[src/biquad_cascade_df2_iir_macros.svh]
// ---------------------------------------------------------------------------
// Assertion macros for the biquad cascade
// Short forms for the clocked implications used in the block's checks.
// ---------------------------------------------------------------------------
`ifndef BIQUAD_CASCADE_DF2_IIR_MACROS_SVH
`define BIQUAD_CASCADE_DF2_IIR_MACROS_SVH

// The consequent must hold in the same cycle as the antecedent.
`define BQC_ASSERT_SAME(label, clk, rst, ante, cons, msg) \
  label: assert property (@(posedge clk) disable iff (rst) (ante) |-> (cons)) \
    else $error(msg);

// The consequent must hold in the cycle after the antecedent.
`define BQC_ASSERT_NEXT(label, clk, rst, ante, cons, msg) \
  label: assert property (@(posedge clk) disable iff (rst) (ante) |=> (cons)) \
    else $error(msg);

`endif

[src/bqc_ram.sv]
// ---------------------------------------------------------------------------
// Generic single-port-write RAM
// One write port and one read port with registered read data.
// ---------------------------------------------------------------------------
module bqc_ram #(
  parameter int WIDTH = 18,
  parameter int DEPTH = 192,
  localparam int ADDR_W = (DEPTH > 1) ? $clog2(DEPTH) : 1
) (
  input  logic              clk,
  input  logic              wr_en,
  input  logic [ADDR_W-1:0] wr_addr,
  input  logic [WIDTH-1:0]  wr_data,
  input  logic [ADDR_W-1:0] rd_addr,
  output logic [WIDTH-1:0]  rd_data
);

  logic [WIDTH-1:0] mem [DEPTH];

  // Write and registered read.
  always_ff @(posedge clk) begin
    if (wr_en) begin
      mem[wr_addr] <= wr_data;
    end
    rd_data <= mem[rd_addr];
  end

endmodule

[config.mk]
export PLATFORM = sky130hd
export DESIGN_NAME = bqc_ram
export DESIGN_NICKNAME = d
export VERILOG_FILES = /design/src/biquad_cascade_df2_iir_macros.svh /design/src/bqc_ram.sv
export SDC_FILE = /design/constraint.sdc
export NUM_CORES = 2
export LEC_CHECK = 0
export BUFFER_PORTS_ARGS = -buffer_cell sky130_fd_sc_hd__buf_2
export CORE_MARGIN = 2
export CORE_UTILIZATION = 57
export CTS_CLUSTER_SIZE = 10
export DETAILED_ROUTE_END_ITERATION = 12
export GPL_ROUTABILITY_DRIVEN = 0
export PLACE_DENSITY = 0.85
export SLEW_MARGIN = 10
export SYNTH_ARGS = -nofsm -noshare
export SYNTH_HDL_FRONTEND = slang
export SYNTH_SLANG_ARGS = --single-unit
[constraint.sdc]
create_clock -name clk -period 2.6 [get_ports clk]
set_clock_uncertainty 0.05 [all_clocks]
set_input_delay 0.39 -clock clk [delete_from_list [all_inputs] [get_ports clk]]
set_output_delay 0.39 -clock clk [all_outputs]
set_load 0.05 [all_outputs]
======== Word-level counts from Yosys, hierarchy flattened ========
Memories as Yosys holds them, arrays and structs flattened. A register that Yosys moved wholly into a read port is not among the register bits.
Cells that the tools add are included.
operators by class
  mux-type cells .......................... 2
operators by type and width
  kind     count
  $mux W1  2
storage, ports and cells
  input port bits ......................... 36
  word-level logic and storage cells ...... 3
  memories ................................ 1
  bits in writable memories ............... 3456
  output and inout port bits .............. 18
  bits in registers ....................... 0
memories
  name  words  bits a word  rd ports  clocked after memory_dff  wr ports  line           text
  mem   192    18           1         1                         1         bqc_ram.sv:18  logic [WIDTH-1:0] mem [DEPTH];

======== Longest topological paths before layout ========
  depth after elaboration ................. 2
  depth in mapped cells ................... 13
  depth with buffers taken out ............ 7

======== Worst setup path before layout ========
No wires, ideal clock.
  kind .................................... in2reg
  start ................................... input rd_addr[0]
  end ..................................... register rd_data[1], read port of mem
  path buffers ............................ 2
  required time ........................... 2.416 ns
  setup slack ............................. -0.075 ns
  setup time .............................. 0.134 ns
  arrival time ............................ 2.491 ns
  stages on the path ...................... 7
  cells stage by stage .................... buf_6 buf_2 mux4_2 mux4_2 o211ai_1 a21oi_1 or4_1
RTL lines
  item             line           text
  start, declared  bqc_ram.sv:14  input logic [ADDR_W-1:0] rd_addr,
  end, declared    bqc_ram.sv:15  output logic [WIDTH-1:0] rd_data

==> results.ini <==
[outcome]
outcome=finished with violations
violations=max-capacitance violations, max-slew violations, negative setup slack

[timing]
fmax_mhz=333
setup_slack_ns=-0.404
fin_crit_sh=1.16
whs_ns=0.135
final-hold-violation-count=0
worstMarginPinSlew_ns=1.50
slew_headroom=-0.00973
fin_crit_ns=3.00
final_max_slew_viol_count=2
setup_viol=7
finalSetupTns_ns=-0.908
rsz0062_at_grt=yes

[setup_path]
criticalPathCategory=reg -> reg
worstPathRequired_ns=3.41
crit_slowest_cell=o211ai_1
path_cells=mux4_2, nand2_1, and3_1, a21oi_2, o211ai_1, a22o_2, a311oi_2
reg2reg_from=mem[138][6]
startpoint_type=flop
reg2reg_to=rd_data[6]
crit_family=compound AO/OA/AOI/OAI gates
rrSetupSlack_ns=-0.40
worst_setup_path_end_kind=flop
arrival_ns=3.82
reg2regPathDepth=7
cp.buffers_inverters=0
critPathMaxFanout=1
slowest_delay_ns=1.06

[synthesis]
postSynthAreaPerCell_sq_um=23.0
synthFlopType=edfxtp_1
syn_area_sq_mm=0.133
synth-seq-area-share=0.781
syn-instance-count=5802
synth-warning-count=0
synth.area.mux_share=0.166
yosys.area_share.simple=0.0152
synth_nets=5838
synthXorXnorAreaFrac=0
synth_largest_area_cell=edfxtp_1
yosys-top-cells-area=edfxtp_1, mux4_2, mux2i_1
synth_cell_types=53
synth_seq_cells=3474
synth-compound-area-share=0.0216
synth_fa_ha_area_frac=0
synth_top_family_by_area=multiplexers
synth.top_cell.area_share=0.779
synth_edf_count=3456
synthArstFlopShare=0

[global_routing]
antenna_found_initial=39
grt_pass1_vias=75604
track_usage=0.360
overflow=0
grt_max_degree=110
grt_first_pass_wirelength_mm=591

[clock_network]
cts_buffers=401
clockBufferDepth=4
h-tree-depth=5
cts.sinks=3474
cts_tree=built
insertion_delay_ns=1.05
postCtsSetupBuffers=0
cts_root_buf=clkbuf_16
clk_pin_slew_worst_paths_ns=0.06

[routing]
first_iter_violations=15827
dr_total_vias=74972
drt_wl_total_mm=427
drc_errors=0
drt_first_pass_iters=8
vias_per_cell=7.53
wl_per_cell_um=43.0
detail-route-antenna-nets=0

[hold_path]
hold_start=rd_addr[5]
hold_end=rd_data[13]
worstHoldPathType=in -> reg
hold_depth=4

[placement]
io_buffer_count=53
dp_cells=9403
dpl.hpwl_mm=230

[cells_and_area]
layout_commonest_cell=edfxtp_1
instances_no_fill=9951
nNetsFinal=6815
fillCellCount=12655
final_cell_mix=edfxtp_1, mux4_2, buf_4, clkbuf_16, mux2i_1
syn2layout_area_growth_pct=17.1
drive_above_1_share=0.345

[floorplan]
initial_core_util=0.573
num_rows=177
coreArea_sq_mm=0.233
num_io_pins=54
dieArea_sq_mm=0.238
die_h_um=488
fp.dieW_um=488

[power]
leakagePower_uw=0.0500
finalPower_uw=119000
power.density_mw_per_mm2=762
ir_drop_mv=1.05

[flow_run]
drv_cap=1

## worst reg2reg max path, stage by stage, from the launching register on
cell      delay (ns)
edfxtp_1        0.42
mux4_2          0.49
nand2_1         0.09
and3_1          0.19
a21oi_2         0.06
o211ai_1        1.06
a22o_2          0.45
a311oi_2        0.06
## cell usage after synthesis, drive strengths merged (2+ instances only)
cell     instances
a31o             2
clkbuf         110
dfxtp           18
o21ai           17
o22a             2
and3            11
mux2i          265
buf            208
a22o             7
nand2b           2
o211ai           5
o221ai         121
a211oi          13
inv              6
and2             4
nor2b           19
nor4             8
nor3            60
o31ai            3
a2111oi          3
mux4           863
mux2             3
or4              7
edfxtp        3456
nand2           87
nand4           10
o311ai           5
a211o            6
o22ai           92
a21oi           83
a31oi           10
a221oi           2
a22oi           23
nand3           31
nor2           225
a311oi           6
## worst max-delay path by stage
stage,startpoint,end,slack (ns),cells past startpoint
global placement,rd_addr[0],rd_data[12],-0.97,9
CTS,mem[23][1],rd_data[1],-0.07,5
detailed placement,rd_addr[0],rd_data[12],-1.07,9
global route,mem[133][1],rd_data[1],-0.22,7
finish,mem[138][6],rd_data[6],-0.40,7
floorplan,rd_addr[1],rd_data[1],-0.04,8
## power breakdown
| part | leakage [uW] | switching, uW | internal, uW |
|---|---|---|---|
| registers | 0.0312 | 192 | 61800 |
| logic | 0.0136 | 4630 | 2670 |
| clock network | 0.00521 | 21600 | 28000 |
## flip-flops by register name (all words and copies together), names as in the netlist
register and flops:
rd_data 18, mem 3456
## logic make-up (layout without fill, tap and decap cells)
| kind of cell | count (synthesis) | after routing |
|---|---|---|
| AO/OA/AOI/OAI | 407 | 407 |
| AND/OR/NAND/NOR | 466 | 466 |
| flip-flops | 3474 | 3474 |
| multiplexers | 1131 | 1131 |
| buffers and inverters | 324 | 1416 |
| other | 0 | 14 |
## per-stage QoR
step | area (sq um) | setup slack, ns | util
6_report | 156000 | -0.404 | 0.671
2_1_floorplan | 133000 | -0.0411 | -
5_1_grt | 156000 | -0.222 | 0.671
4_1_cts | 156000 | -0.0676 | 0.671
3_3_place_gp | 145000 | -0.973 | 0.623
3_5_place_dp | 145000 | -1.07 | 0.623
## layout make-up
type / count / area (sq um) / share of cell area
sequential: 3474 / 104000 / 0.667
timing repair buffer: 892 / 9650 / 0.0618
inverter: 6 / 37.5 / 0.000241
clock inverter: 17 / 183 / 0.00117
clock buffer: 501 / 10500 / 0.0675
multi-input combinational: 2004 / 27700 / 0.177
antenna: 14 / 35.0 / 0.000224
tap: 3043 / 3810 / 0.0244
## routing by layer
metal  part of all wire  track usage
met1               0.29        0.427
met2               0.46        0.556
met3               0.16        0.123
met4              0.095        0.253
met5            0.00079     0.000612
## timing repair
action                                  CTS  global route
hold buffers                             18             0
hold endpoints to repair                885             0
pin swaps                                 8             5
resized for setup                        17            19
endpoints found under the setup margin   10            11
No activity file was read; power rests on OpenSTA's default activity.
