==> config.mk <==
export PLATFORM = sky130hd
export DESIGN_NAME = bqc_mac
export DESIGN_NICKNAME = d
export VERILOG_FILES = /design/src/biquad_cascade_df2_iir_macros.svh /design/src/bqc_pkg.sv /design/src/bqc_mac.sv
export SDC_FILE = /design/constraint.sdc
export NUM_CORES = 2
export LEC_CHECK = 0
export BUFFER_PORTS_ARGS = -buffer_cell sky130_fd_sc_hd__buf_2
export CAP_MARGIN = 20
export CORE_MARGIN = 2
export CORE_UTILIZATION = 53
export DETAILED_ROUTE_END_ITERATION = 10
export PLACE_DENSITY_LB_ADDON = 0.12
export SKIP_LAST_GASP = 1
export SLEW_MARGIN = 20
export SYNTH_ARGS = -nofsm -noshare
export SYNTH_HDL_FRONTEND = slang
export SYNTH_SLANG_ARGS = --single-unit
==> constraint.sdc <==
create_clock -name clk -period 11.35 [get_ports clk]
set_input_delay 3.405 -clock clk [delete_from_list [all_inputs] [get_ports clk]]
set_output_delay 3.405 -clock clk [all_outputs]
set_load 0.02 [all_outputs]
==> src/biquad_cascade_df2_iir_macros.svh <==
// ---------------------------------------------------------------------------
// Assertion macros for the biquad cascade
// Short forms for the clocked implications used in the block's checks.
// ---------------------------------------------------------------------------
`ifndef BIQUAD_CASCADE_DF2_IIR_MACROS_SVH
`define BIQUAD_CASCADE_DF2_IIR_MACROS_SVH

// The consequent must hold in the same cycle as the antecedent.
`define BQC_ASSERT_SAME(label, clk, rst, ante, cons, msg) \
  label: assert property (@(posedge clk) disable iff (rst) (ante) |-> (cons)) \
    else $error(msg);

// The consequent must hold in the cycle after the antecedent.
`define BQC_ASSERT_NEXT(label, clk, rst, ante, cons, msg) \
  label: assert property (@(posedge clk) disable iff (rst) (ante) |=> (cons)) \
    else $error(msg);

`endif

==> src/bqc_pkg.sv <==
// ---------------------------------------------------------------------------
// Biquad cascade package
// Formats, sequencer states and multiply-accumulate control shared by the
// biquad cascade modules.
// ---------------------------------------------------------------------------
package bqc_pkg;

  // Fixed-point formats: samples Q1.15, coefficients Q3.15, states Q9.23.
  localparam int SAMPLE_W  = 16;
  localparam int COEF_W    = 18;
  localparam int STATE_W   = 32;
  localparam int PROD_W    = COEF_W + STATE_W;
  localparam int ACC_W     = PROD_W + 2;
  localparam int CFG_W     = 6;
  localparam int SEC_IDX_W = 5;
  localparam int SEL_W     = 3;

  // Coefficients per section: a0, a1, a2, b0, b1, b2.
  localparam int NUM_COEFS = 6;

  // Product scaling back to Q9.23, and sample alignment to Q9.23.
  localparam int FRAC_SHIFT   = 15;
  localparam int SAMPLE_SHIFT = 8;

  // Transaction kinds.
  localparam logic ACT_LOAD   = 1'b0;
  localparam logic ACT_FILTER = 1'b1;

  // Sequencer states; ST_FETCH through ST_SUM_Y run once per section.
  typedef enum logic [3:0] {
    ST_CLEAR,
    ST_IDLE,
    ST_FETCH,
    ST_MUL_X,
    ST_MUL_W1A,
    ST_MUL_W0A,
    ST_SUM_W,
    ST_STORE_W,
    ST_MUL_WB,
    ST_MUL_W1B,
    ST_MUL_W0B,
    ST_SUM_Y,
    ST_FINISH,
    ST_OUTPUT
  } state_t;

  // Accumulator operation for the shared multiply-accumulate unit.
  typedef enum logic [1:0] {
    ACC_HOLD,
    ACC_LOAD,
    ACC_ADD,
    ACC_SUB
  } acc_op_t;

  typedef struct packed {
    logic    mul_en;
    acc_op_t acc_op;
  } mac_ctrl_t;

endpackage

==> src/bqc_mac.sv <==
// ---------------------------------------------------------------------------
// Shared multiply-accumulate unit
// Registered 18x32 product, 52-bit accumulator, and rounding with
// saturation of the accumulator back to a Q9.23 state word.
// ---------------------------------------------------------------------------
module bqc_mac (
  input  logic                                clk,
  input  bqc_pkg::mac_ctrl_t                  ctrl,
  input  logic signed [bqc_pkg::COEF_W-1:0]   coef,
  input  logic signed [bqc_pkg::STATE_W-1:0]  operand,
  output logic signed [bqc_pkg::STATE_W-1:0]  state_val,
  output logic                                state_clip
);
  import bqc_pkg::*;

  localparam int SHR_W = ACC_W - FRAC_SHIFT;
  localparam logic signed [ACC_W-1:0] ROUND = ACC_W'(1) << (FRAC_SHIFT - 1);

  logic signed [PROD_W-1:0]  prod;
  logic signed [ACC_W-1:0]   acc;
  logic signed [ACC_W-1:0]   acc_rnd;
  logic        [SHR_W-1:0]   acc_shr;
  logic [SHR_W-STATE_W:0]    acc_top;

  // Product register, then accumulate on the following cycle.
  always_ff @(posedge clk) begin
    if (ctrl.mul_en) begin
      prod <= PROD_W'(coef) * PROD_W'(operand);
    end
    unique case (ctrl.acc_op)
      ACC_HOLD: acc <= acc;
      ACC_LOAD: acc <= ACC_W'(prod);
      ACC_ADD:  acc <= acc + ACC_W'(prod);
      ACC_SUB:  acc <= acc - ACC_W'(prod);
    endcase
  end

  // Round half up, floor shift to Q9.23 and saturate to 32 bits.
  always_comb begin
    acc_rnd    = acc + ROUND;
    acc_shr    = acc_rnd[ACC_W-1:FRAC_SHIFT];
    acc_top    = acc_shr[SHR_W-1:STATE_W-1];
    state_clip = !((&acc_top) || (~|acc_top));
    if (!state_clip) begin
      state_val = acc_shr[STATE_W-1:0];
    end else if (acc_shr[SHR_W-1]) begin
      state_val = {1'b1, {(STATE_W-1){1'b0}}};
    end else begin
      state_val = {1'b0, {(STATE_W-1){1'b1}}};
    end
  end

endmodule

# Yosys cells after proc, flatten, opt, wreduce, memory -nomap -nowiden
# Cells that the tools add are included.
op_classes:
  addsub: 3
  mul: 1
  eq_ne: 3
  n_mux: 3
  reduce_logical: 6
ops:
  columns: ["op", "count"]
  rows:
  - ["52-bit case mux with 3 select lines", 1]
  - ["32-bit 2-to-1 mux", 2]
  - ["52-bit by 16-bit adder with 52-bit output (second input constant)", 1]
  - ["52-bit by 50-bit adder with 52-bit output", 1]
  - ["52-bit by 50-bit subtractor with 52-bit output", 1]
  - ["18-bit by 32-bit multiplier with 50-bit output", 1]
  - ["6-bit AND reduction", 1]
  - ["6-bit OR reduction", 1]
  - ["2-bit == test (second input constant)", 2]
  - ["2-bit by 1-bit == test with 1-bit output (second input constant)", 1]
  - ["1-bit logical NOT", 2]
  - ["2-bit logical NOT", 1]
  - ["1-bit logical OR", 1]
word_totals:
  reg_bits: 102
  wordCells: 18

# Logic depth before layout (Yosys ltp)
logic_depth:
  word_depth: 5
  depth_mapped: 27
  ltp_nobuf: 25

# Worst setup path before layout
# Ideal clock, no wire load.
synth_path:
  path_type: "input to register"
  start: "in operand[17] (netlist name)"
  end: "reg prod[47], data pin"
  setup_ps: 266
  t_arrival_ps: 9578
  required_time_ps: 11084
  setup_slack_ps: 1507
  cell_stages: 24
  n_path_buf: 2
  cell_sequence: "clkbuf_1 clkbuf_1 nand2_1 fa_1 inv_1 fa_1 inv_1 fa_1 fa_1 inv_1 fa_1 inv_1 fa_1 inv_1 ha_1 a21o_1 a2111oi_1 o21bai_1 o211ai_2 o21ai_1 or4b_1 a31oi_1 o41ai_1 xnor2_1"
synth_via:
  elab_chain_cells: 1
synth_lines:
  columns: ["item", "line_no", "text"]
  rows:
  - ["from (decl)", "bqc_mac.sv:10", "input logic signed [bqc_pkg::STATE_W-1:0] operand,"]
  - ["18-bit by 32-bit multiplier with 50-bit output", "bqc_mac.sv:28", "prod <= PROD_W'(coef) * PROD_W'(operand);"]
  - ["to (signal assigned)", "bqc_mac.sv:28", null]
  - ["to (decl)", "bqc_mac.sv:19", "logic signed [PROD_W-1:0] prod;"]
# Every way passes these cells.
# A chain may end at the register's enable or synchronous reset.

# Worst setup path in the final report
layout_path:
  start: "in coef[3] (netlist name)"
  end: "reg prod[49], data pin"
layout_via:
  elab_chain_cells: 1
layout_lines:
  columns: ["item", "line_no", "text"]
  rows:
  - ["from (decl)", "bqc_mac.sv:9", "input logic signed [bqc_pkg::COEF_W-1:0] coef,"]
  - ["18-bit by 32-bit multiplier with 50-bit output", "bqc_mac.sv:28", null]
# Every way passes these cells.

==> flow_metrics.tcl <==
set metrics [dict create \
    drive_gt1_frac 0.0555 \
    crit_family "adder cells" \
    critPathKind "in -> reg" \
    cp-end-kind "register" \
    place_ws_ns 0.766 \
    seq_area_um2 3060 \
    num_io_pins 87 \
    numCtsBuffers 9 \
    relSlewSlack 0.312 \
    r2r_slack_ns 5.58 \
    wl_per_cell_um 19.3 \
    synthFlopType "edfxtp_1" \
    max_freq_mhz 97.4 \
    route.detailed.drc 0 \
    cts_num_sinks 102 \
    drt_iter0_markers 1413 \
    cpPeakStageDelay_ns 0.65 \
    die_w_um 236 \
    wl_um 74200 \
    skew_ns 0.0142 \
    final_cell_mix "inv_1, fa_1, nand2_1" \
    rsz0062_at_grt "no" \
    antenna_found_initial 1 \
    path_depth 22 \
    synth_area_per_cell_um2 8.94 \
    synth-seq-cells 102 \
    hold_violations 0 \
    worstMarginPinSlew_ns 1.03 \
    dieArea_um2 55500 \
    final_common_cell "inv_1" \
    slowest_stage "a2111oi_0" \
    cts_root_buf "clkbuf_16" \
    rr_worst_depth 22 \
    fin_setup_tns_ns 0 \
    instances_no_fill 3840 \
    min_path_type "reg -> reg" \
    grt_pass1_vias 23000 \
    postCtsSetupBuffers 0 \
    fin_ws_ns 1.08 \
    drv_cap 0 \
    synth-edff-count 102 \
    crit_top_cell "fa_1" \
    post-route-min-period_ns 10.27 \
    syn-cell-area_um2 28400 \
    via_per_inst 5.52 \
    period_share 0.905 \
    worst_setup_path_start_kind "input pin" \
    status "finished clean" \
    core_um2 52800 \
    ant_nets 0 \
    finalSetupViolCount 0 \
    syn_inst 3178 \
    drv_slew 0 \
    grt_overflow 0 \
    port_buffers 86 \
    yosys_warnings 0 \
    ctsHtreeMaxLevel 3 \
    yosysSeqAreaShare 0.108 \
    cts-resized-gates 0 \
    grt_pass1_wl_um 122000 \
    ys_async_sr_fraction 0 \
    track_usage 0.277 \
    cts.clk_slew.worst_paths_ns 0.07 \
    clk_latency_ns 0.38 \
    num_vias 21200 \
    path_cells "buf_2 > nand2_1 > fa_1 > fa_1 > fa_1 > inv_1 > fa_1 > fa_1 > inv_1 > fa_1 > inv_1 > ha_1 > o21a_1 > nor2_1 > a2111oi_0 > o21a_1 > o211ai_2 > o21ai_0 > a41oi_1 > o21ai_0 > a21oi_1 > xnor2_1" \
    cts_buffer_depth 2 \
    hold_depth 1 \
    nNetsFinal 3928 \
    die_h_um 236 \
    critPathBufInv 4 \
    ctsHoldBuffers 0 \
    path_max_fanout 32 \
    synth_fp_nets 3960 \
    gp_congestion 0.921 \
    n_fill_cell 4852 \
    hpwlAfterDp_um 59600 \
    multiInputGateArea_um2 22400 \
    tritoncts "built" \
    yosysUniqueCellTypes 76 \
    grt_max_degree 59 \
    initial_core_util 0.539 \
    numPlacedInstances 3823 \
    cp.arrival_ns 10.38 \
    required_ns 11.46 \
    area_growth_pct 4.08 \
    rows 84 \
    drt_pass1_iterations 5 \
]
==> metal layers <==
layer,global-route usage,vias up,share of wire,wire (um)
li1,-,9772,-,-
met1,0.390,10600,0.45,33500
met2,0.460,686,0.46,34300
met3,0.0325,107,0.062,4600
met4,0.0683,0,0.023,1700
met5,0,-,0,0
==> synth_stat cells, types with 17 or more instances <==
cell type | n | area [um2]
inv_1 | 635 | 2380
fa_1 | 554 | 11100
nand2_1 | 429 | 1610
and2_1 | 230 | 1440
ha_1 | 174 | 2180
clkbuf_1 | 140 | 526
nor2_1 | 125 | 469
xnor2_1 | 109 | 955
edfxtp_1 | 102 | 3060
a21oi_1 | 101 | 505
o21ai_0 | 91 | 455
xor2_1 | 69 | 604
a21o_1 | 58 | 435
mux2_2 | 36 | 405
nand3_1 | 34 | 170
and3_1 | 21 | 131
nand2b_1 | 19 | 119
nor3_1 | 18 | 90.1
nand4_1 | 17 | 106
==> worst register-to-register path, cell delays in order, from the launching register on <==
cell	delay, ns
edfxtp_1	0.45
inv_1	0.09
ha_1	0.18
nor4b_2	0.40
and3_1	0.29
and3_4	0.23
nand2_4	0.08
or3_1	0.38
or4_4	0.47
or3_4	0.38
o21ai_1	0.16
xor2_1	0.16
ha_1	0.30
a21o_1	0.24
a21o_1	0.19
a21o_1	0.19
nand3_1	0.08
nand2_1	0.07
a221oi_1	0.36
o211a_1	0.22
xnor2_1	0.17
mux2_2	0.36
o221a_1	0.11
==> final timing paths <==
| check | startpoint | to |
|---|---|---|
| max | coef[3] | prod[49] |
| min | prod[29] | acc[29] |
| max reg2reg | prod[0] | acc[51] |
| min reg2reg | prod[29] | acc[29] |
==> sequential cells by signal, indices dropped and copies added, names as in the netlist <==
register / cells
acc: 52
prod: 50
==> stage by stage <==
step                hold slack, ns  instance area (um2)  utilization
floorplan                    0.561                28400            -
global placement             0.605                29300        0.555
detailed placement           0.616                29300        0.555
CTS                          0.632                29600        0.560
global route                 0.661                29600        0.561
finish                       0.628                29600        0.561
==> cell type report <==
type                            instances  share of cell area
Tap cell                              688              0.0291
Inverter                              636              0.0807
Clock inverter                          6             0.00233
Clock buffer                           10             0.00774
Sequential cell                       102               0.104
Timing Repair Buffer                  100              0.0181
Antenna cell                            1           0.0000846
Multi-Input combinational cell       2297               0.758
==> kinds of logic after synthesis <==
logic type                 count (synthesis)  share of synthesized area
buffers and inverters                    779                      0.103
adders and majority gates                728                      0.467
xor gates and xnor gates                 178                     0.0549
muxes                                     41                     0.0160
and+or+nand+nor                          964                      0.165
AOI/OAI and AO/OA                        386                     0.0866
DFF                                      102                      0.108
Power is not shown: default switching activity piles up to over one toggle a cycle in this logic, so the estimate is an artifact.
